==> config.mk <==
export PLATFORM = sky130hd
export DESIGN_NAME = hsl_to_rgb_converter_core
export DESIGN_NICKNAME = d
export VERILOG_FILES = /design/src/rtl/hsl2rgb_pkg.sv /design/src/rtl/hsl_to_rgb_converter_core.sv
export SDC_FILE = /design/constraint.sdc
export NUM_CORES = 2
export LEC_CHECK = 0
export BUFFER_PORTS_ARGS = -buffer_cell sky130_fd_sc_hd__buf_4
export CAP_MARGIN = 20
export CORE_ASPECT_RATIO = 0.75
export CORE_MARGIN = 2
export CORE_UTILIZATION = 33
export DETAILED_ROUTE_END_ITERATION = 8
export HOLD_SLACK_MARGIN = 0.05
export MAX_ROUTING_LAYER = met4
export SYNTH_ARGS = -nofsm -noshare
export SYNTH_HDL_FRONTEND = slang
export SYNTH_SLANG_ARGS = --single-unit
export TNS_END_PERCENT = 50
==> constraint.sdc <==
create_clock -name clk -period 9.4 [get_ports clk]
set_input_delay 1.88 -clock clk [delete_from_list [all_inputs] [get_ports clk]]
set_output_delay 1.88 -clock clk [all_outputs]
set_load 0.005 [all_outputs]
==> src/rtl/hsl2rgb_pkg.sv <==
`default_nettype none

package hsl2rgb_pkg;

  // Q16 unsigned inputs, 65536 stands for 1.0
  localparam int W_IN   = 17;
  localparam int W_HP   = 19;   // six times hue, up to 6.0
  localparam int W_C    = 33;   // chroma in Q32, up to 1.0
  localparam int W_CMP  = 49;   // chroma and intermediate in Q48
  localparam int W_SUM  = 51;   // signed channel sum in Q48
  localparam int W_SCL  = 58;   // sum times 255
  localparam int W_CH   = 8;

  localparam logic [W_IN-1:0] ONE_Q16 = 17'h10000;

  typedef logic [2:0] sext_t;

  localparam sext_t SEXT_RED_YEL   = 3'd0;
  localparam sext_t SEXT_YEL_GRN   = 3'd1;
  localparam sext_t SEXT_GRN_CYN   = 3'd2;
  localparam sext_t SEXT_CYN_BLU   = 3'd3;
  localparam sext_t SEXT_BLU_MAG   = 3'd4;
  localparam sext_t SEXT_MAG_RED   = 3'd5;

  typedef logic signed [W_SUM-1:0] sum_t;

endpackage

`default_nettype wire

==> src/rtl/hsl_to_rgb_converter_core.sv <==
// Channel  | Dir | Width | Content (lowest bit first)
// s_axis   | in  | 56    | hue[16:0], saturation[33:17], lightness[50:34], zero fill
// m_axis   | out | 24    | red[7:0], green[15:8], blue[23:16]
//
// Five register stages; an accepted word moves through stages 1 to 5 in order, and
// m_tvalid is the valid bit of stage 5. One word per cycle is sustained while m_tready
// stays high; the heaviest stage is the 33 x 17 multiply forming the intermediate term.
// Each stage advances when it is empty or the next one advances, so bubbles
// collapse and a new word enters while a finished word waits at the output.
// rst (synchronous) clears only the stage valid bits; payload is left as is.
`default_nettype none

module hsl_to_rgb_converter_core
  import hsl2rgb_pkg::*;
(
  input  wire logic        clk,
  input  wire logic        rst,
  input  wire logic        s_tvalid,
  output      logic        s_tready,
  input  wire logic [55:0] s_tdata,   // hue, saturation, lightness, zero fill
  output      logic        m_tvalid,
  input  wire logic        m_tready,
  output      logic [23:0] m_tdata    // red, green, blue
);

  // stage valid bits and the per-stage advance conditions
  logic [4:0] vld;
  logic [4:0] rdy;

  always_comb begin
    rdy[4] = !vld[4] || m_tready;
    rdy[3] = !vld[3] || rdy[4];
    rdy[2] = !vld[2] || rdy[3];
    rdy[1] = !vld[1] || rdy[2];
    rdy[0] = !vld[0] || rdy[1];
  end

  assign s_tready = rdy[0];
  assign m_tvalid = vld[4];

  always_ff @(posedge clk) begin
    if (rst) begin
      vld <= '0;
    end else begin
      if (rdy[0]) vld[0] <= s_tvalid;
      if (rdy[1]) vld[1] <= vld[0];
      if (rdy[2]) vld[2] <= vld[1];
      if (rdy[3]) vld[3] <= vld[2];
      if (rdy[4]) vld[4] <= vld[3];
    end
  end

  // ---------------------------------------------------------------------
  // Stage 1: saturate inputs to 1.0, fold lightness and the hue sextant
  // ---------------------------------------------------------------------
  logic [W_IN-1:0] hue_c, sat_c, lgt_c;
  logic [W_IN:0]   two_l;
  logic [W_IN-1:0] dist_l, omd;
  logic [W_HP-1:0] hp;
  logic [W_IN-1:0] frac2, dist_h, ofd;
  sext_t           sext_raw;

  always_comb begin
    hue_c = s_tdata[16] ? ONE_Q16 : s_tdata[16:0];
    sat_c = s_tdata[33] ? ONE_Q16 : s_tdata[33:17];
    lgt_c = s_tdata[50] ? ONE_Q16 : s_tdata[50:34];

    // 1 - |2L - 1|
    two_l = {lgt_c, 1'b0};
    if (two_l >= {1'b0, ONE_Q16}) begin
      dist_l = W_IN'(two_l - {1'b0, ONE_Q16});
    end else begin
      dist_l = W_IN'({1'b0, ONE_Q16} - two_l);
    end
    omd = ONE_Q16 - dist_l;

    // six times hue: integer part picks the sextant, modulo 2.0 feeds X
    hp = {hue_c, 2'b00} + {1'b0, hue_c, 1'b0};
    sext_raw = hp[W_HP-1:16];
    if (sext_raw > SEXT_MAG_RED) begin
      sext_raw = SEXT_MAG_RED;
    end
    frac2 = hp[W_IN-1:0];
    if (frac2 >= ONE_Q16) begin
      dist_h = frac2 - ONE_Q16;
    end else begin
      dist_h = ONE_Q16 - frac2;
    end
    ofd = ONE_Q16 - dist_h;
  end

  logic [W_IN-1:0] s1_omd, s1_sat, s1_lgt, s1_ofd;
  sext_t           s1_sext;

  always_ff @(posedge clk) begin
    if (rdy[0]) begin
      s1_omd  <= omd;
      s1_sat  <= sat_c;
      s1_lgt  <= lgt_c;
      s1_ofd  <= ofd;
      s1_sext <= sext_raw;
    end
  end

  // ---------------------------------------------------------------------
  // Stage 2: chroma = (1 - |2L - 1|) * S in Q32
  // ---------------------------------------------------------------------
  logic [W_C-1:0]  s2_c;
  logic [W_IN-1:0] s2_lgt, s2_ofd;
  sext_t           s2_sext;

  always_ff @(posedge clk) begin
    if (rdy[1]) begin
      s2_c    <= {1'b0, s1_omd} * {1'b0, s1_sat};
      s2_lgt  <= s1_lgt;
      s2_ofd  <= s1_ofd;
      s2_sext <= s1_sext;
    end
  end

  // ---------------------------------------------------------------------
  // Stage 3: intermediate X, chroma and offset M, all in Q48
  // ---------------------------------------------------------------------
  logic [W_C+W_IN-1:0] xprod;
  logic [W_CMP-1:0]    s3_x, s3_c;
  sum_t                s3_m;
  sext_t               s3_sext;

  assign xprod = s2_c * s2_ofd;

  always_ff @(posedge clk) begin
    if (rdy[2]) begin
      s3_x    <= xprod[W_CMP-1:0];
      s3_c    <= {s2_c[W_CMP-17:0], 16'b0};
      // M = L - C/2
      s3_m    <= $signed({2'b00, s2_lgt, 32'b0}) - $signed({3'b000, s2_c, 15'b0});
      s3_sext <= s2_sext;
    end
  end

  // ---------------------------------------------------------------------
  // Stage 4: route C and X by sextant, add the offset
  // ---------------------------------------------------------------------
  logic [W_CMP-1:0] r_cmp, g_cmp, b_cmp;
  sum_t             s4_r, s4_g, s4_b;

  always_comb begin
    r_cmp = '0;
    g_cmp = '0;
    b_cmp = '0;
    case (s3_sext)
      SEXT_RED_YEL: begin r_cmp = s3_c; g_cmp = s3_x; end
      SEXT_YEL_GRN: begin r_cmp = s3_x; g_cmp = s3_c; end
      SEXT_GRN_CYN: begin g_cmp = s3_c; b_cmp = s3_x; end
      SEXT_CYN_BLU: begin g_cmp = s3_x; b_cmp = s3_c; end
      SEXT_BLU_MAG: begin r_cmp = s3_x; b_cmp = s3_c; end
      default:      begin r_cmp = s3_c; b_cmp = s3_x; end
    endcase
  end

  always_ff @(posedge clk) begin
    if (rdy[3]) begin
      s4_r <= $signed({2'b00, r_cmp}) + s3_m;
      s4_g <= $signed({2'b00, g_cmp}) + s3_m;
      s4_b <= $signed({2'b00, b_cmp}) + s3_m;
    end
  end

  // ---------------------------------------------------------------------
  // Stage 5: scale by 255, truncate, saturate to 0..255
  // ---------------------------------------------------------------------
  // A positive sum stays below 2^50, so only the final compare can clip high.
  function automatic logic [W_CH-1:0] to_channel(input sum_t q);
    logic [W_SCL-1:0] p;
    logic [9:0]       v;
    p = {q[W_SUM-2:0], 8'b0} - {8'b0, q[W_SUM-2:0]};
    v = p[W_SCL-1:48];
    if (q[W_SUM-1] || q == '0) begin
      to_channel = '0;
    end else if (v > 10'd255) begin
      to_channel = 8'hFF;
    end else begin
      to_channel = v[W_CH-1:0];
    end
  endfunction

  always_ff @(posedge clk) begin
    if (rdy[4]) begin
      m_tdata <= {to_channel(s4_b), to_channel(s4_g), to_channel(s4_r)};
    end
  end

endmodule

`default_nettype wire

After elaboration in Yosys (flattened, before gate mapping)
Index checks and enable logic that the tools add are counted.
{"block": "totals", "regBits": 459, "latch_bits": 0, "ram_bits": 0, "romBits": 0, "inputBits": 60, "output_inout_bits": 26, "wordCells": 85, "memories": 0}
{"block": "op_classes", "n_addsub": 14, "multipliers": 2, "div": 0, "magnitude_cmp": 6, "n_eq_ne": 4, "n_shift": 0, "muxes": 11, "n_bitwise": 0, "reduce_logical": 23}
{"op": "$pmux W49 S2", "n": 3}
{"op": "$sub A58 B50 Y58", "n": 3}
{"op": "$add A50 B51 Y51", "n": 3}
{"op": "$logic_not A51 Y1", "n": 3}
{"op": "$mux W17", "n": 5}
{"op": "$sub A17 B17 Y17 const A", "n": 4}
{"op": "$sub A49 B48 Y50", "n": 1}
{"op": "$mul A33 B17 Y49", "n": 1}
{"op": "$sub A17 B17 Y17 const B", "n": 2}
{"op": "$mul A17 B17 Y33", "n": 1}
{"op": "$gt A10 B8 Y1 const B", "n": 3}
{"op": "$mux W8", "n": 3}
{"op": "$add A19 B18 Y19", "n": 1}
{"op": "$ge A18 B17 Y1 const B", "n": 1}
{"op": "$ge A17 B17 Y1 const B", "n": 1}
{"op": "$reduce_or A2 Y1", "n": 6}
{"op": "$logic_or A1 B1 Y1", "n": 8}
{"op": "$eq A3 B2 Y1 const B", "n": 2}
{"op": "$logic_not A1 Y1", "n": 5}
{"op": "$eq A3 B1 Y1 const B", "n": 1}
{"op": "$eq A3 B3 Y1 const B", "n": 1}
{"op": "$gt A3 B3 Y1 const B", "n": 1}
{"op": "$logic_not A3 Y1", "n": 1}

Depth between registers and ports, before layout
{"block": "logic_depth", "ltp_word": 6, "mapped_depth": 26, "mapped_depth_nobuf": 24}

Worst setup path after synthesis
No wires, ideal clock.
{"block": "synth_timing", "kind": "flip-flop to flip-flop", "from": "register s2_c[15]", "to": "register s3_x[48], data pin", "setup_time_ps": 260, "arrival_ps": 6512, "t_required_ps": 9140, "setup_slack_ps": 2628, "stages_incl_launch_ff": 24, "path_buffers": 2, "synth_period_minus_slack_ps": 6772, "path_cell_list": "edfxtp_1 clkbuf_1 clkbuf_1 nand2_1 fa_1 inv_1 fa_1 fa_1 fa_1 fa_1 inv_1 fa_1 inv_1 ha_1 a21o_1 a21o_1 a221o_1 a21o_1 a21oi_1 a41oi_1 a311o_1 a31o_2 a221oi_2 xnor2_1"}
{"block": "synth_via", "elab_chain_len": 1}
{"element": "start, declared", "line": "hsl_to_rgb_converter_core.sv:108", "rtl": "logic [W_C-1:0] s2_c;"}
{"element": "start signal, assigned", "line": "hsl_to_rgb_converter_core.sv:114", "rtl": "s2_c <= {1'b0, s1_omd} * {1'b0, s1_sat};"}
{"element": "$mul A33 B17 Y49", "line": "hsl_to_rgb_converter_core.sv:129", "rtl": "assign xprod = s2_c * s2_ofd;"}
{"element": "named net xprod[48]", "line": "hsl_to_rgb_converter_core.sv:124", "rtl": "logic [W_C+W_IN-1:0] xprod;"}
{"element": "end signal, assigned", "line": "hsl_to_rgb_converter_core.sv:133", "rtl": "s3_x <= xprod[W_CMP-1:0];"}
{"element": "end, declared", "line": "hsl_to_rgb_converter_core.sv:125", "rtl": "logic [W_CMP-1:0] s3_x, s3_c;"}
The timed path passes the listed nets, and every way through them passes these cells.
A chain may end at the register's enable or synchronous reset.

Worst setup path in the final report
{"block": "layout_timing", "from": "register s2_c[19]", "to": "register s3_x[46], data pin"}
The elaborated chain is that of the path after synthesis.

==> flow_metrics.env <==
export IMPL_die_x_um=467
export IMPL_start_util_pct=33.2
export IMPL_grt_pass1_vias=39452
export IMPL_synth_nets=6845
export IMPL_die_area_mm2=0.164
export IMPL_worstSetupStartpoint="s2_c[19]$_DFFE_PP_"
export IMPL_fin_nets=6847
export IMPL_cts_max_path_buffers=3
export IMPL_synth_seq_area_share_pct=24.1
export IMPL_dominantRegCellSynth="edfxtp_1"
export IMPL_synthXorXnorAreaFrac_pct=4.38
export IMPL_crit_path_end="s3_x[46]$_DFFE_PP_"
export IMPL_muxShareOfSynthArea_pct=0.247
export IMPL_min_path_type="flip-flop to flip-flop"
export IMPL_critical_path_class="flip-flop to flip-flop"
export IMPL_hold_viol=0
export IMPL_synth_edff_count=422
export IMPL_cts_hold_buffers=0
export IMPL_drc_errors=0
export IMPL_clock_latency_ns=0.66
export IMPL_grt_pass1_wl_um=232000
export IMPL_rows=127
export IMPL_async_reset_ff_share_pct=0
export IMPL_antenna_found_initial=9
export IMPL_synth_top_area_share_pct=23.9
export IMPL_period_minus_slack_ns=8.11
export IMPL_cts_made_buffers=44
export IMPL_yosysMostFrequentCell="inv_1"
export IMPL_cp_required_ns=9.77
export IMPL_grtUsageTotal_pct=18.7
export IMPL_clockRootBuffer="clkbuf_16"
export IMPL_htree_levels=2
export IMPL_area_growth_synth_to_final_pct=8.64
export IMPL_slew_headroom_pct=22.1
export IMPL_drt_initial_drc_count=3436
export IMPL_io_buffers=80
export IMPL_cts_sinks=427
export IMPL_fillCellCount=16258
export IMPL_final_max_slew_viol_count=0
export IMPL_syn_area_mm2=0.0531
export IMPL_grt_max_degree=85
export IMPL_ys_top_cells_by_count="inv_1 (998), nand2_1 (697), fa_1 (629)"
export IMPL_core_area_mm2=0.160
export IMPL_wire_per_inst_um=18.9
export IMPL_placed_cell_area_mm2=0.0562
export IMPL_whs_ns=0.409
export IMPL_clk_pin_slew_ns=0.07
export IMPL_routabilityCongestion=0.957
export IMPL_max_freq_ghz=0.123
export IMPL_tightest_slew_ns=1.17
export IMPL_synth_cell_type_count=90
export IMPL_synth_area_top_cells="edfxtp_1 (24%), fa_1 (24%), ha_1 (12%)"
export IMPL_rsz0062_at_grt="false"
export IMPL_end_kind="flip-flop"
export IMPL_post_cts_buffers=0
export IMPL_synth_area_leader_cell="edfxtp_1"
export IMPL_finalSetupTns_ns=0
export IMPL_cts_resized=0
export IMPL_worstHoldPathCells=0
export IMPL_dr_pass1_iters=5
export IMPL_yosysWarnings=0
export IMPL_viasPerCell=5.07
export IMPL_skew_ns=0.0509
export IMPL_die_y_um=351
export IMPL_routed_wl_um=148000
export IMPL_cp_max_fo=11
export IMPL_synth_compound_area_share_pct=11.5
export IMPL_synth_top_family_by_area="adder cells"
export IMPL_synth_seq_cells=427
export IMPL_synthSimpleGateAreaFrac_pct=15.9
export IMPL_overflow=0
export IMPL_timing_final_crit_share_pct=86.2
export IMPL_synthAdderAreaFrac_pct=35.5
export IMPL_regToRegStartpoint="s2_c[19]$_DFFE_PP_"
export IMPL_final_cell_area_mm2=0.0577
export IMPL_cts_tree="yes"
export IMPL_critPathLaunchType="flip-flop"
export IMPL_syn_area_per_cell_um2=9.39
export IMPL_final_core_utilization_pct=36.1
export IMPL_finalSetupViolations=0
export IMPL_drv_cap=0
export IMPL_ant_nets=0
export IMPL_status="complete, no violations"
export IMPL_syn_inst=5656
export IMPL_reg2reg_slack_ns=1.29
export IMPL_ff2ff_path_depth=23
export IMPL_arrival_ns=8.47
export IMPL_num_vias=39644
export IMPL_hpwlAfterDp_um=118000
export IMPL_r2r_end="s3_x[46]$_DFFE_PP_"
export IMPL_ioPinCount=86
export IMPL_drive_above_1_share_pct=4.66
[flip-flops by register name (all words and copies together), names as in the netlist, 5 cells and up]
signal,count
s1_ofd,16
s4_g,49
s3_c,32
s2_ofd,16
s2_c,32
s3_m,33
s2_lgt,17
s4_b,49
s1_lgt,17
vld,5
s1_omd,15
s4_r,49
s3_x,47
m_tdata,24
s1_sat,17
[critical path, stage by stage (launching register included)]
cell	delay (ns)
edfxtp_1	0.97
buf_4	0.31
and2_1	0.18
fa_1	0.42
inv_1	0.08
fa_1	0.44
fa_1	0.53
inv_1	0.06
fa_1	0.50
fa_1	0.51
inv_1	0.06
fa_1	0.55
inv_1	0.06
ha_1	0.33
nand3_1	0.21
nor2_1	0.07
a221o_1	0.32
a21o_1	0.19
a21oi_1	0.28
a41oi_1	0.37
a311oi_1	0.81
nor3_1	0.14
a211oi_1	0.31
xnor2_1	0.13
[worst min path at each step]
stage | from | to | slack, ns
after floorplan | s1_lgt[10]$_DFFE_PP_ | s2_lgt[10]$_DFFE_PP_ | 0.40
after global placement | s1_ofd[14]$_DFFE_PP_ | s2_ofd[14]$_DFFE_PP_ | 0.40
after detailed placement | s1_lgt[13]$_DFFE_PP_ | s2_lgt[13]$_DFFE_PP_ | 0.40
after CTS | s1_ofd[5]$_DFFE_PP_ | s2_ofd[5]$_DFFE_PP_ | 0.41
after global routing | s1_ofd[5]$_DFFE_PP_ | s2_ofd[5]$_DFFE_PP_ | 0.41
final | s1_ofd[5]$_DFFE_PP_ | s2_ofd[5]$_DFFE_PP_ | 0.41
[cells in the final DEF (no fill, tap or decap), types with 7 or more instances in the layout]
cell type and n:
inv_1 997, nand2_1 695, fa_1 629, ha_1 500, edfxtp_1 422, and2_1 389
a21oi_1 287, nor2_1 184, xnor2_1 173, a21o_1 169, o21ai_0 155, buf_4 145
nor2b_1 82, xor2_1 80, nor3_1 69, nand3_1 64, clkbuf_16 44, o21a_1 43
nor4_1 41, nand4_1 37, nand2b_1 36, a22o_1 33, a31oi_1 33, a211oi_1 30
and3_1 25, o21bai_1 25, o211ai_1 23, or3_1 20, o31ai_1 19, a211o_1 13
and4_1 12, or4_1 10, clkinv_2 10, a2111oi_0 9, a41oi_1 8, or2_2 8
o211a_1 7, o2111ai_1 7
[routing by layer]
metal / GRT usage, % / wire length [um]
met1: 27.9 / 73000
met2: 26.0 / 59400
met5: - / 0
met3: 3.56 / 12500
met4: 3.76 / 2890
[final cells by class]
| class | count | area, um2 | area share [%] |
|---|---|---|---|
| multi-input cells | 4040 | 35900 | 62.2 |
| flip-flops and latches | 427 | 12800 | 22.1 |
| inverters | 999 | 3750 | 6.50 |
| repair buffers | 146 | 1100 | 1.90 |
| clock buffers | 48 | 1120 | 1.93 |
| clock inverters | 31 | 380 | 0.659 |
| well taps | 2128 | 2660 | 4.62 |
| diodes | 4 | 10.0 | 0.0174 |
[cells by family after synthesis]
| group | after synthesis |
|---|---|
| mux | 12 |
| compound gates | 932 |
| flops | 427 |
| fa+ha+maj | 1129 |
| buf+inv | 1189 |
| simple gates | 1708 |
| xor+xnor | 259 |
[per-stage QoR]
step           worst slack [ns]  instances
5_1_grt                   0.969       7820
3_5_place_dp               1.51       7739
2_1_floorplan              2.63       5656
3_3_place_gp               1.54       7739
6_report                   1.29       7823
4_1_cts                    1.49       7818
Power is not shown: default switching activity piles up to over one toggle a cycle in this logic, so the estimate is an artifact.
